## config.mk

```make
export PLATFORM = sky130hd
export DESIGN_NAME = cubic_curve_arc_sampler
export DESIGN_NICKNAME = d
export VERILOG_FILES = /design/src/ccas_pkg.sv /design/src/ccas_unit.sv /design/src/cubic_curve_arc_sampler.sv
export VERILOG_INCLUDE_DIRS = /design/src /design/src/src
export SDC_FILE = /design/constraint.sdc
export NUM_CORES = 2
export LEC_CHECK = 0
export BUFFER_PORTS_ARGS = -buffer_cell sky130_fd_sc_hd__buf_2
export CAP_MARGIN = 20
export CORE_MARGIN = 4
export CORE_UTILIZATION = 40
export CTS_CLUSTER_DIAMETER = 40
export DETAILED_ROUTE_END_ITERATION = 6
export PLACE_DENSITY_LB_ADDON = 0.2
export SYNTH_ARGS = -nofsm -noshare
export SYNTH_HDL_FRONTEND = slang
export SYNTH_HIERARCHICAL = 1
export SYNTH_SLANG_ARGS = --single-unit
```

## constraint.sdc

```tcl
create_clock -name clk -period 17.6 [get_ports clk]
set_input_delay 1.76 -clock clk [delete_from_list [all_inputs] [get_ports clk]]
set_output_delay 1.76 -clock clk [all_outputs]
set_load 0.005 [all_outputs]
```

## src/assert_macros.svh

```systemverilog
// Assertion helpers used by cubic_curve_arc_sampler.sv. Both expect clk and rst in scope.
`ifndef ASSERT_MACROS_SVH
`define ASSERT_MACROS_SVH

// Same-cycle implication.
`define CCAS_ASSERT_IMPL(lbl, ante, cons) \
  lbl: assert property (@(posedge clk) disable iff (rst) (ante) |-> (cons)) \
    else $error("assertion failed");

// Next-cycle implication.
`define CCAS_ASSERT_NEXT(lbl, ante, cons) \
  lbl: assert property (@(posedge clk) disable iff (rst) (ante) |=> (cons)) \
    else $error("assertion failed");

`endif

```

## src/ccas_pkg.sv

```systemverilog
package ccas_pkg;

  localparam int UNIT_STEPS = 56;

  typedef enum logic [1:0] {
    OP_MUL,
    OP_SQRT,
    OP_DIV
  } op_t;

  typedef struct packed {
    logic start;
    op_t  op;
  } unit_req_t;

  typedef struct packed {
    logic busy;
    logic done;
  } unit_stat_t;

endpackage

```

## src/ccas_unit.sv

```systemverilog
module ccas_unit import ccas_pkg::*; (
  input  logic         clk,
  input  logic         rst,
  input  unit_req_t    req,
  input  logic [111:0] a,
  input  logic [63:0]  b,
  output unit_stat_t   st,
  output logic [119:0] res
);

  localparam logic [5:0] LastStep = 6'(UNIT_STEPS - 1);

  logic         busy;
  logic         done;
  logic [5:0]   cnt;
  op_t          op_r;
  logic [119:0] prod;
  logic [63:0]  mcand;
  logic [111:0] shreg;
  logic [57:0]  rem;
  logic [55:0]  root;
  logic [55:0]  dvs;

  logic [64:0]  sum65;
  logic [59:0]  remx;
  logic [59:0]  trial;
  logic [59:0]  diff;
  logic         ge;

  always_comb begin
    sum65 = {1'b0, prod[119:56]} + (prod[0] ? {1'b0, mcand} : 65'd0);
    if (op_r == OP_SQRT) begin
      remx  = {rem, shreg[111:110]};
      trial = {2'b00, root, 2'b01};
    end else begin
      remx  = {1'b0, rem, shreg[111]};
      trial = {4'b0000, dvs};
    end
    ge   = remx >= trial;
    diff = remx - trial;
  end

  always_ff @(posedge clk) begin
    if (rst) begin
      busy <= 1'b0;
      done <= 1'b0;
    end else begin
      done <= 1'b0;
      if (req.start) begin
        busy  <= 1'b1;
        cnt   <= '0;
        op_r  <= req.op;
        prod  <= {64'd0, a[55:0]};
        mcand <= b;
        shreg <= (req.op == OP_DIV) ? {a[55:0], 56'd0} : a;
        rem   <= '0;
        root  <= '0;
        dvs   <= b[55:0];
      end else if (busy) begin
        case (op_r)
          OP_MUL: begin
            prod <= {sum65, prod[55:1]};
          end
          OP_SQRT: begin
            rem   <= ge ? diff[57:0] : remx[57:0];
            root  <= {root[54:0], ge};
            shreg <= {shreg[109:0], 2'b00};
          end
          OP_DIV: begin
            rem   <= ge ? diff[57:0] : remx[57:0];
            root  <= {root[54:0], ge};
            shreg <= {shreg[110:0], 1'b0};
          end
          default: begin
            prod <= prod;
          end
        endcase
        cnt <= cnt + 6'd1;
        if (cnt == LastStep) begin
          busy <= 1'b0;
          done <= 1'b1;
        end
      end
    end
  end

  assign st.busy = busy;
  assign st.done = done;
  assign res     = (op_r == OP_MUL) ? prod : {64'd0, root};

endmodule

```

## src/cubic_curve_arc_sampler.sv

```systemverilog
// Cubic lane-curve sampler.
// The input channel (s_axis) takes one word per curve: the four coefficients, the two
// span ends in either order, the step factor and the length limit. The output channel
// (m_axis) returns the sample points of that curve in walk order, one word each, with
// tlast on the final one. A curve whose length limit is zero gives one word with the
// point flag low and tlast high. A curve that runs into the point count limit marks
// its final word with the truncated flag.
// All multiplies, square roots and divides run through one shared unit that does each
// in 56 steps; a multiply whose product is scaled and clamped then passes through
// S_MPOST. The first point of a curve needs eight operations, and every later point
// adds the chord (eleven operations). A curve with a zero length limit passes through
// S_EMPTY and gives its word once the output register is free. s_axis_tready is high
// only between curves.
// The output word sits in a register; a stalled receiver halts the walk at the next
// point until the word is taken, and the next curve may be accepted while the final
// word of the previous one still waits.
// Reset (rst, synchronous) empties the output register and returns to idle.
module cubic_curve_arc_sampler import ccas_pkg::*; #(
  parameter int MAX_POINTS = 64
) (
  input  logic         clk,
  input  logic         rst,
  input  logic         s_axis_tvalid,
  output logic         s_axis_tready,
  // coef_cubic, coef_quad, coef_lin, coef_const, x_begin, x_finish, step_factor,
  // length_limit, two zero bits
  input  logic [287:0] s_axis_tdata,
  output logic         m_axis_tvalid,
  input  logic         m_axis_tready,
  // point_x, point_y, length_so_far
  output logic [95:0]  m_axis_tdata,
  // point_valid, truncated
  output logic [1:0]   m_axis_tuser,
  output logic         m_axis_tlast
);

`include "assert_macros.svh"

  localparam logic [6:0]  MaxCnt   = 7'(MAX_POINTS);
  localparam logic [62:0] MagClamp = {1'b1, 62'd0};
  localparam logic signed [63:0] SlopeHi = 64'sd36028797018963968;
  localparam logic signed [63:0] SlopeLo = -64'sd36028797018963968;
  localparam logic signed [63:0] YHi = 64'sd2147483647;
  localparam logic signed [63:0] YLo = -64'sd2147483648;

  typedef enum logic [4:0] {
    S_IDLE, S_EMPTY, S_MWAIT, S_MPOST,
    S_Y1, S_Y1A, S_Y2, S_Y2A, S_Y3, S_Y3A,
    S_DX, S_DY, S_CH, S_ACC,
    S_S1, S_S1A, S_S2, S_S2A, S_SQ, S_SQA, S_DV, S_STEP,
    S_DEC, S_EMIT
  } state_t;

  state_t state, ret;
  logic   post, neg;

  logic signed [47:0] c3, c2;
  logic signed [31:0] c1, c0, x_end;
  logic [30:0]        factor, limit;
  logic signed [33:0] walk_x;
  logic signed [31:0] prev_x, prev_y, ycur;
  logic [31:0]        run_len;
  logic [6:0]         count;
  logic signed [63:0] h;
  logic [62:0]        term;
  logic [66:0]        sq;
  logic [31:0]        pend_x, pend_y, pend_len;
  logic               cont, trunc_f;

  logic               out_valid;
  logic [95:0]        out_data;
  logic [1:0]         out_user;
  logic               out_last;

  unit_req_t    ureq;
  unit_stat_t   ust;
  logic [111:0] ua;
  logic [63:0]  ub;
  logic [119:0] ures;

  // Combinational helpers.
  logic signed [31:0] in_xa, in_xb;
  logic [31:0]        x_mag;
  logic [47:0]        c3_mag;
  logic signed [49:0] c3x3;
  logic [49:0]        c3x3_mag;
  logic [63:0]        h_mag;
  logic [95:0]        qr;
  logic signed [63:0] sterm;
  logic signed [63:0] ysum, ssum;
  logic [33:0]        dx;
  logic signed [32:0] dy;
  logic [32:0]        dy_mag;
  logic [33:0]        chord;
  logic [34:0]        lensum;
  logic [30:0]        step;
  logic               slot_free;
  logic               load_out;

  always_comb begin
    in_xa    = s_axis_tdata[191:160];
    in_xb    = s_axis_tdata[223:192];
    x_mag    = walk_x[33] ? 32'(-walk_x) : walk_x[31:0];
    c3_mag   = c3[47] ? -c3 : c3;
    c3x3     = {{2{c3[47]}}, c3} + {c3[47], c3, 1'b0};
    c3x3_mag = c3x3[49] ? -c3x3 : c3x3;
    h_mag    = h[63] ? -h : h;
    qr       = ures[119:24] + {95'd0, (neg && (ures[23:0] != 24'd0))};
    sterm    = neg ? -$signed({1'b0, term}) : $signed({1'b0, term});
    ysum     = sterm + {{32{c0[31]}}, c0};
    ssum     = sterm + {{32{c1[31]}}, c1};
    dx       = walk_x - {{2{prev_x[31]}}, prev_x};
    dy       = {ycur[31], ycur} - {prev_y[31], prev_y};
    dy_mag   = dy[32] ? 33'(-dy) : dy;
    chord    = (count == 7'd0) ? 34'd0 : ures[33:0];
    lensum   = {3'b000, run_len} + {1'b0, chord};
    step     = (ures[30:0] == 31'd0) ? 31'd1 : ures[30:0];
    slot_free = !out_valid || m_axis_tready;
    load_out  = ((state == S_EMPTY) || (state == S_EMIT)) && slot_free;
  end

  // Operand selection for the shared unit.
  always_comb begin
    ureq.start = 1'b0;
    ureq.op    = OP_MUL;
    ua         = '0;
    ub         = '0;
    case (state)
      S_Y1: begin
        ureq.start = 1'b1;
        ua = {80'd0, x_mag};
        ub = {16'd0, c3_mag};
      end
      S_Y2, S_Y3, S_S2: begin
        ureq.start = 1'b1;
        ua = {80'd0, x_mag};
        ub = h_mag;
      end
      S_S1: begin
        ureq.start = 1'b1;
        ua = {80'd0, x_mag};
        ub = {14'd0, c3x3_mag};
      end
      S_DX: begin
        ureq.start = 1'b1;
        ua = {79'd0, dx[32:0]};
        ub = {31'd0, dx[32:0]};
      end
      S_DY: begin
        ureq.start = 1'b1;
        ua = {79'd0, dy_mag};
        ub = {31'd0, dy_mag};
      end
      S_CH: begin
        ureq.start = 1'b1;
        ureq.op    = OP_SQRT;
        ua = {45'd0, sq + ures[66:0]};
      end
      S_SQ: begin
        ureq.start = 1'b1;
        ua = {56'd0, h_mag[55:0]};
        ub = h_mag;
      end
      S_SQA: begin
        ureq.start = 1'b1;
        ureq.op    = OP_SQRT;
        ua = {1'b0, ures[110:0]} + (112'd1 << 48);
      end
      S_DV: begin
        ureq.start = 1'b1;
        ureq.op    = OP_DIV;
        ua = {56'd0, 1'b0, factor, 24'd0};
        ub = {8'd0, ures[55:0]};
      end
      default: begin
        ureq.start = 1'b0;
      end
    endcase
  end

  ccas_unit u_unit (
    .clk (clk),
    .rst (rst),
    .req (ureq),
    .a   (ua),
    .b   (ub),
    .st  (ust),
    .res (ures)
  );

  always_ff @(posedge clk) begin
    if (rst) begin
      state     <= S_IDLE;
      ret       <= S_IDLE;
      post      <= 1'b0;
      out_valid <= 1'b0;
    end else begin
      if (out_valid && m_axis_tready && !load_out) begin
        out_valid <= 1'b0;
      end
      case (state)
        S_IDLE: begin
          if (s_axis_tvalid) begin
            c3     <= s_axis_tdata[47:0];
            c2     <= s_axis_tdata[95:48];
            c1     <= s_axis_tdata[127:96];
            c0     <= s_axis_tdata[159:128];
            factor <= s_axis_tdata[254:224];
            limit  <= s_axis_tdata[285:255];
            if (in_xa < in_xb) begin
              walk_x <= {{2{in_xa[31]}}, in_xa};
              prev_x <= in_xa;
              x_end  <= in_xb;
            end else begin
              walk_x <= {{2{in_xb[31]}}, in_xb};
              prev_x <= in_xb;
              x_end  <= in_xa;
            end
            run_len <= '0;
            count   <= '0;
            state   <= (s_axis_tdata[285:255] == 31'd0) ? S_EMPTY : S_Y1;
          end
        end
        S_EMPTY: begin
          if (slot_free) begin
            out_valid <= 1'b1;
            out_data  <= '0;
            out_user  <= 2'b00;
            out_last  <= 1'b1;
            state     <= S_IDLE;
          end
        end
        S_MWAIT: begin
          if (ust.done) begin
            state <= post ? S_MPOST : ret;
          end
        end
        S_MPOST: begin
          term  <= (qr > {33'd0, MagClamp}) ? MagClamp : qr[62:0];
          state <= ret;
        end
        S_Y1: begin
          neg <= c3[47] ^ walk_x[33];
          post <= 1'b1; ret <= S_Y1A; state <= S_MWAIT;
        end
        S_Y1A: begin
          h     <= sterm + {{16{c2[47]}}, c2};
          state <= S_Y2;
        end
        S_Y2: begin
          neg <= h[63] ^ walk_x[33];
          post <= 1'b1; ret <= S_Y2A; state <= S_MWAIT;
        end
        S_Y2A: begin
          h     <= sterm + {{32{c1[31]}}, c1};
          state <= S_Y3;
        end
        S_Y3: begin
          neg <= h[63] ^ walk_x[33];
          post <= 1'b1; ret <= S_Y3A; state <= S_MWAIT;
        end
        S_Y3A: begin
          if (ysum > YHi) begin
            ycur <= 32'h7FFF_FFFF;
          end else if (ysum < YLo) begin
            ycur <= 32'h8000_0000;
          end else begin
            ycur <= ysum[31:0];
          end
          // The first point has no chord to measure.
          state <= (count == 7'd0) ? S_ACC : S_DX;
        end
        S_DX: begin
          post <= 1'b0; ret <= S_DY; state <= S_MWAIT;
        end
        S_DY: begin
          sq   <= ures[66:0];
          post <= 1'b0; ret <= S_CH; state <= S_MWAIT;
        end
        S_CH: begin
          post <= 1'b0; ret <= S_ACC; state <= S_MWAIT;
        end
        S_ACC: begin
          run_len  <= (lensum[34:32] != 3'd0) ? 32'hFFFF_FFFF : lensum[31:0];
          pend_len <= (lensum[34:32] != 3'd0) ? 32'hFFFF_FFFF : lensum[31:0];
          pend_x   <= walk_x[31:0];
          pend_y   <= ycur;
          prev_x   <= walk_x[31:0];
          prev_y   <= ycur;
          count    <= count + 7'd1;
          state    <= S_S1;
        end
        S_S1: begin
          neg <= c3x3[49] ^ walk_x[33];
          post <= 1'b1; ret <= S_S1A; state <= S_MWAIT;
        end
        S_S1A: begin
          h     <= sterm + {{15{c2[47]}}, c2, 1'b0};
          state <= S_S2;
        end
        S_S2: begin
          neg <= h[63] ^ walk_x[33];
          post <= 1'b1; ret <= S_S2A; state <= S_MWAIT;
        end
        S_S2A: begin
          if (ssum > SlopeHi) begin
            h <= SlopeHi;
          end else if (ssum < SlopeLo) begin
            h <= SlopeLo;
          end else begin
            h <= ssum;
          end
          state <= S_SQ;
        end
        S_SQ: begin
          post <= 1'b0; ret <= S_SQA; state <= S_MWAIT;
        end
        S_SQA: begin
          post <= 1'b0; ret <= S_DV; state <= S_MWAIT;
        end
        S_DV: begin
          post <= 1'b0; ret <= S_STEP; state <= S_MWAIT;
        end
        S_STEP: begin
          walk_x <= walk_x + {3'b000, step};
          state  <= S_DEC;
        end
        S_DEC: begin
          // The length check comes before the count check.
          cont <= (walk_x <= $signed({{2{x_end[31]}}, x_end})) &&
                  (run_len < {1'b0, limit}) && (count < MaxCnt);
          trunc_f <= (walk_x <= $signed({{2{x_end[31]}}, x_end})) &&
                     (run_len < {1'b0, limit}) && !(count < MaxCnt);
          state <= S_EMIT;
        end
        S_EMIT: begin
          if (slot_free) begin
            out_valid <= 1'b1;
            out_data  <= {pend_len, pend_y, pend_x};
            out_user  <= {trunc_f, 1'b1};
            out_last  <= !cont;
            state     <= cont ? S_Y1 : S_IDLE;
          end
        end
        default: begin
          state <= S_IDLE;
        end
      endcase
    end
  end

  assign s_axis_tready = (state == S_IDLE);
  assign m_axis_tvalid = out_valid;
  assign m_axis_tdata  = out_data;
  assign m_axis_tuser  = out_user;
  assign m_axis_tlast  = out_last;

  `CCAS_ASSERT_IMPL(a_idle_unit_quiet, s_axis_tready, !ust.busy)
  `CCAS_ASSERT_NEXT(a_busy_after_accept, s_axis_tvalid && s_axis_tready, !s_axis_tready)
  `CCAS_ASSERT_IMPL(a_empty_word_zero, m_axis_tvalid && !m_axis_tuser[0],
                    m_axis_tlast && !m_axis_tuser[1] && (m_axis_tdata == 96'd0))
  `CCAS_ASSERT_IMPL(a_trunc_is_last, m_axis_tvalid && m_axis_tuser[1], m_axis_tlast)
  `CCAS_ASSERT_IMPL(a_count_bound, state != S_IDLE, count <= MaxCnt)

endmodule
```

### Word-level counts from Yosys, hierarchy flattened

Cells that the tools add are included.

| storage, ports and cells | value |
|---|---|
| register bits after elaboration | 1,271 |
| output and inout port bits | 101 |
| word-level logic and storage cells | 237 |

| operators by class | value |
|---|---|
| add/sub/neg operators | 22 |
| order comparisons | 10 |
| equal/unequal tests | 31 |
| multiplexer cells | 73 |
| bitwise logic cells | 5 |
| reductions and logical operators | 57 |

Operators with widths:

| operator | number |
|---|---|
| $pmux 112 s7 | 1 |
| $pmux 64 s6 | 1 |
| $mux 120 | 3 |
| $mux 112 | 3 |
| $mux 64 | 5 |
| $add 64x64->64 | 4 |
| $pmux 64 s4 | 1 |
| $mux 58 | 4 |
| $mux 32 | 7 |
| $pmux 112 s2 | 1 |
| $mux 96 | 2 |
| $pmux 96 s2 | 1 |
| $mux 56 | 3 |
| $pmux 32 s2 | 2 |
| $add 111x49->112 const B | 1 |
| $mux 34 | 3 |
| $add 96x1->96 | 1 |
| $gt 96x63->1 const B | 1 |
| $pmux 5 s14 | 1 |
| $pmux 34 s2 | 1 |
| $add 67x67->67 | 1 |
| $add 64x65->65 | 1 |
| $gt 64x32->1 const B | 1 |
| $gt 64x57->1 const B | 1 |
| 70 further kinds | 148 |

### Logic depth before layout (Yosys ltp)

| depth | value |
|---|---|
| depth after elaboration | 8 |
| mapped depth | 31 |
| gate-level depth less buffers | 30 |

### Cells and area by module

Netlist, hierarchy kept.

Modules (own cells, without submodules):

| module | times used | cells an instance | area each (sq um) | sequential area each (sq um) |
|---|---|---|---|---|
| cubic_curve_arc_sampler | 1 | 8,017 | 71,214.6 | 23,752.8 |
| ccas_unit | 1 | 2,753 | 27,938.0 | 12,592.1 |

### Worst setup path before layout

OpenSTA, ideal clock, no wires.

| path | value |
|---|---|
| path type | in2reg |
| start | input rst |
| end | register c0[0] (enable) |
| setup time | 0.874 ns |
| arrival | 12.511 ns |
| slack | 4.215 ns |
| cell stages on the path | 2 |
| path buffers | 1 |
| cell sequence | clkbuf_1 nor2_1 |

| between the ends | value |
|---|---|
| cells in the longest elaborated chain, start to end | 2 |

RTL lines:

| item | RTL line | text |
|---|---|---|
| from (decl) | cubic_curve_arc_sampler.sv:22 | `input logic rst,` |
| $not 1->1 (no source line) | n/a |  |
| $reduce_and 3->1 (no source line) | n/a |  |
| to (signal assigned) | cubic_curve_arc_sampler.sv:207 | `c0 <= s_axis_tdata[159:128];` |
| to (decl) | cubic_curve_arc_sampler.sv:58 | `logic signed [31:0] c1, c0, x_end;` |

Every way passes these cells.
A chain may end at the register's enable or synchronous reset.

### Worst setup path in the final report

| path | value |
|---|---|
| start | register term[0] |
| end | register h[40], data pin |

| between the ends | value |
|---|---|
| cells in the longest elaborated chain, start to end | 7 |

RTL lines:

| item | RTL line | text |
|---|---|---|
| from (decl) | cubic_curve_arc_sampler.sv:65 | `logic [62:0] term;` |
| from (signal assigned) | cubic_curve_arc_sampler.sv:239 | `term <= (qr > {33'd0, MagClamp}) ? MagClamp : qr[62:0];` |
| $neg 63->64 | cubic_curve_arc_sampler.sv:109 | `sterm = neg ? -$signed({1'b0, term}) : $signed({1'b0, term});` |
| $mux 64 * | cubic_curve_arc_sampler.sv:109 |  |
| $add 64x64->64 | cubic_curve_arc_sampler.sv:111, cubic_curve_arc_sampler.sv:255 |  |
| $lt 64x56->1 | cubic_curve_arc_sampler.sv:308 | `end else if (ssum < SlopeLo) begin` |
| $mux 64 | cubic_curve_arc_sampler.sv:308 |  |
| $mux 64 | cubic_curve_arc_sampler.sv:306 | `if (ssum > SlopeHi) begin` |
| $pmux 64 s4 * | cubic_curve_arc_sampler.sv:201 | `case (state)` |
| to (signal assigned) | cubic_curve_arc_sampler.sv:307 | `h <= SlopeHi;` |
| to (signal assigned) | cubic_curve_arc_sampler.sv:309 | `h <= SlopeLo;` |
| to (signal assigned) | cubic_curve_arc_sampler.sv:311 | `h <= ssum;` |
| to (decl) | cubic_curve_arc_sampler.sv:64 | `logic signed [63:0] h;` |

Every way passes the cells marked *; elsewhere a longest branch is shown, timed or not.

==> impl_metrics.json <==
{
  "clk_latency_ns": 0.89,
  "die_w_um": 505.9,
  "synth_area_per_cell_sq_um": 9.207,
  "hold_depth": 0,
  "cts_num_sinks": 1215,
  "fin_ws_ns": 8.373,
  "cp_cell_sequence": "or3_1 > or3b_1 > nor3_1 > nand3_1 > or2_1 > o41ai_1 > xnor2_1 > ha_1 > and4_1 > a221o_1 > or4_1 > o211ai_1 > o2111ai_1 > a2111oi_0 > nand4_1 > a2111oi_0 > o211ai_1 > and2_4 > o21ai_4 > a221o_1",
  "crit_path_top_delay_cell": "a2111oi_0",
  "place_congestion": 1.009,
  "maxSlewHeadroom_pct": 15.73,
  "required_ns": 18.27,
  "synth.cell_area_sq_um": 99150,
  "fin_hold_ws_ns": 0.4631,
  "grt_pass1_vias": 83360,
  "dieArea_sq_um": 255900,
  "numCtsBuffers": 224,
  "cts.htree.levels": 4,
  "grt.total_usage_pct": 28.06,
  "cp-end-kind": "flip-flop",
  "drtIter0Drc": 8929,
  "dp_cells": 14030,
  "drive_above_1_share_pct": 11.24,
  "start_kind": "flip-flop",
  "post-place-ws_ns": 8.345,
  "drv_slew": 0,
  "drc": 5,
  "period_needed_ns": 9.227,
  "timing.final.hold_violations": 0,
  "synth_warnings": 6,
  "r2r-end": "h[40]$_DFFE_PP_",
  "r2r_setup_slack_ns": 8.37,
  "status": "complete, but fails checks",
  "violations": "DRC",
  "p_total_mw": 12.00,
  "cts_hold_buffers": 0,
  "antenna_found_initial": 23,
  "path_buf_inv": 0,
  "root_buffer": "clkbuf_16",
  "coreArea_sq_um": 246400,
  "setup_tns_ns": 0,
  "cts_setup_buffers": 0,
  "start_util_pct": 40.24,
  "syn2layout_area_growth_pct": 13.50,
  "post_drt_wl_per_cell_um": 25.87,
  "layout_common_cells": "edfxtp_1, nand2_1, nor2_1",
  "crit_start": "term[0]$_SDFFCE_PN0P_",
  "viasPerCell": 6.037,
  "grt_setup_unrepaired": "no",
  "routed_wl_mm": 374.2,
  "nets": 12010,
  "leakagePower_nw": 43.58,
  "grt_start_max_net_pins": 177,
  "power_density_nw_per_um2": 106.7,
  "r2r_start": "term[0]$_SDFFCE_PN0P_",
  "vias": 87310,
  "dp_hpwl_mm": 295.2,
  "crit_family": "compound AO/OA/AOI/OAI gates",
  "worstPathMaxFanout": 26,
  "mappedNetlistNets": 11830,
  "path_class": "reg -> reg",
  "layout_commonest_cell": "edfxtp_1",
  "instances_no_fill": 14460,
  "overflow": 0,
  "clock-skew-final_ns": 0.06877,
  "io_pins": 393,
  "cts_tree": "built",
  "irDropWorstVdd_uv": 107.6,
  "postRouteAntennaNets": 0,
  "crit_cells": 20,
  "synthCells": 10770,
  "clkTransAtPathRegs_ns": 0.06,
  "rows": 182,
  "cts.repair.resized": 0,
  "finalSetupViolCount": 0,
  "cap_violations": 0,
  "drtPass1Iterations": 7,
  "grt_first_pass_wirelength_mm": 544.9,
  "die_h_um": 505.9,
  "io_buffers": 390,
  "fmax_mhz": 108.4,
  "slowest_delay_ns": 0.91,
  "cp.arrival_ns": 9.90,
  "reg2reg_depth": 20,
  "hold_class": "reg -> reg",
  "endpoint": "h[40]$_DFFE_PP_",
  "min_period_over_period_pct": 52.43,
  "clockBufferDepth": 3,
  "max_slew.worst_pin.slew_ns": 1.248
}
[power breakdown]
| group | switching (mW) | internal [mW] | total, mW |
|---|---|---|---|
| Clock | 1.71 | 2.91 | 4.63 |
| Combinational | 2.33 | 1.35 | 3.68 |
| Sequential | 0.166 | 3.53 | 3.70 |
[cell type report]
class                   count  area [sq um]
clock buffers             238          5679
multi-input cells        8498         59050
inverters                 483          1813
diodes                      8         20.02
flip-flops and latches   1215         36340
well taps                3312          4144
clock inverters           184          2465
repair buffers            525          3020
fillers                 23690        133900
[through the flow]
step / utilization [%] / area (sq um)
floorplan: - / 99150
global placement: 42.32 / 104300
detailed placement: 42.34 / 104300
CTS: 45.64 / 112500
global route: 45.67 / 112500
finish: 45.67 / 112500
[flip-flops by register name (all words and copies together), names as in the netlist, 7 cells and up]
name          cells
u_unit/mcand     64
c0               32
pend_len         32
c3               48
pend_y           32
term             63
limit            31
c2               48
prev_x           32
x_end            32
u_unit/prod     120
ycur             32
u_unit/shreg    112
factor           31
h                64
walk_x           34
u_unit/rem       58
u_unit/root      56
sq               67
run_len          32
count             7
c1               32
pend_x           32
m_axis_tdata     96
[how the worst min path moves through the flow]
stage | start | to
after floorplan | ycur[0]$_SDFFCE_PN1P_ | pend_y[0]$_DFFE_PP_
after CTS | ycur[2]$_SDFFCE_PN1P_ | pend_y[2]$_DFFE_PP_
after global placement | ycur[0]$_SDFFCE_PN1P_ | pend_y[0]$_DFFE_PP_
after global routing | ycur[31]$_SDFFCE_PN0P_ | pend_y[31]$_DFFE_PP_
after detailed placement | ycur[25]$_SDFFCE_PN1P_ | pend_y[25]$_DFFE_PP_
final | ycur[31]$_SDFFCE_PN0P_ | pend_y[31]$_DFFE_PP_
[routing by layer]
metal	vias up	wire length (um)	GRT usage [%]
li1	40630	-	-
met1	42400	161200	38.48
met2	3603	166100	43.94
met3	656	30130	4.773
met4	18	16550	11.31
met5	-	150	0.1296
(Power assumes the default switching activity.)
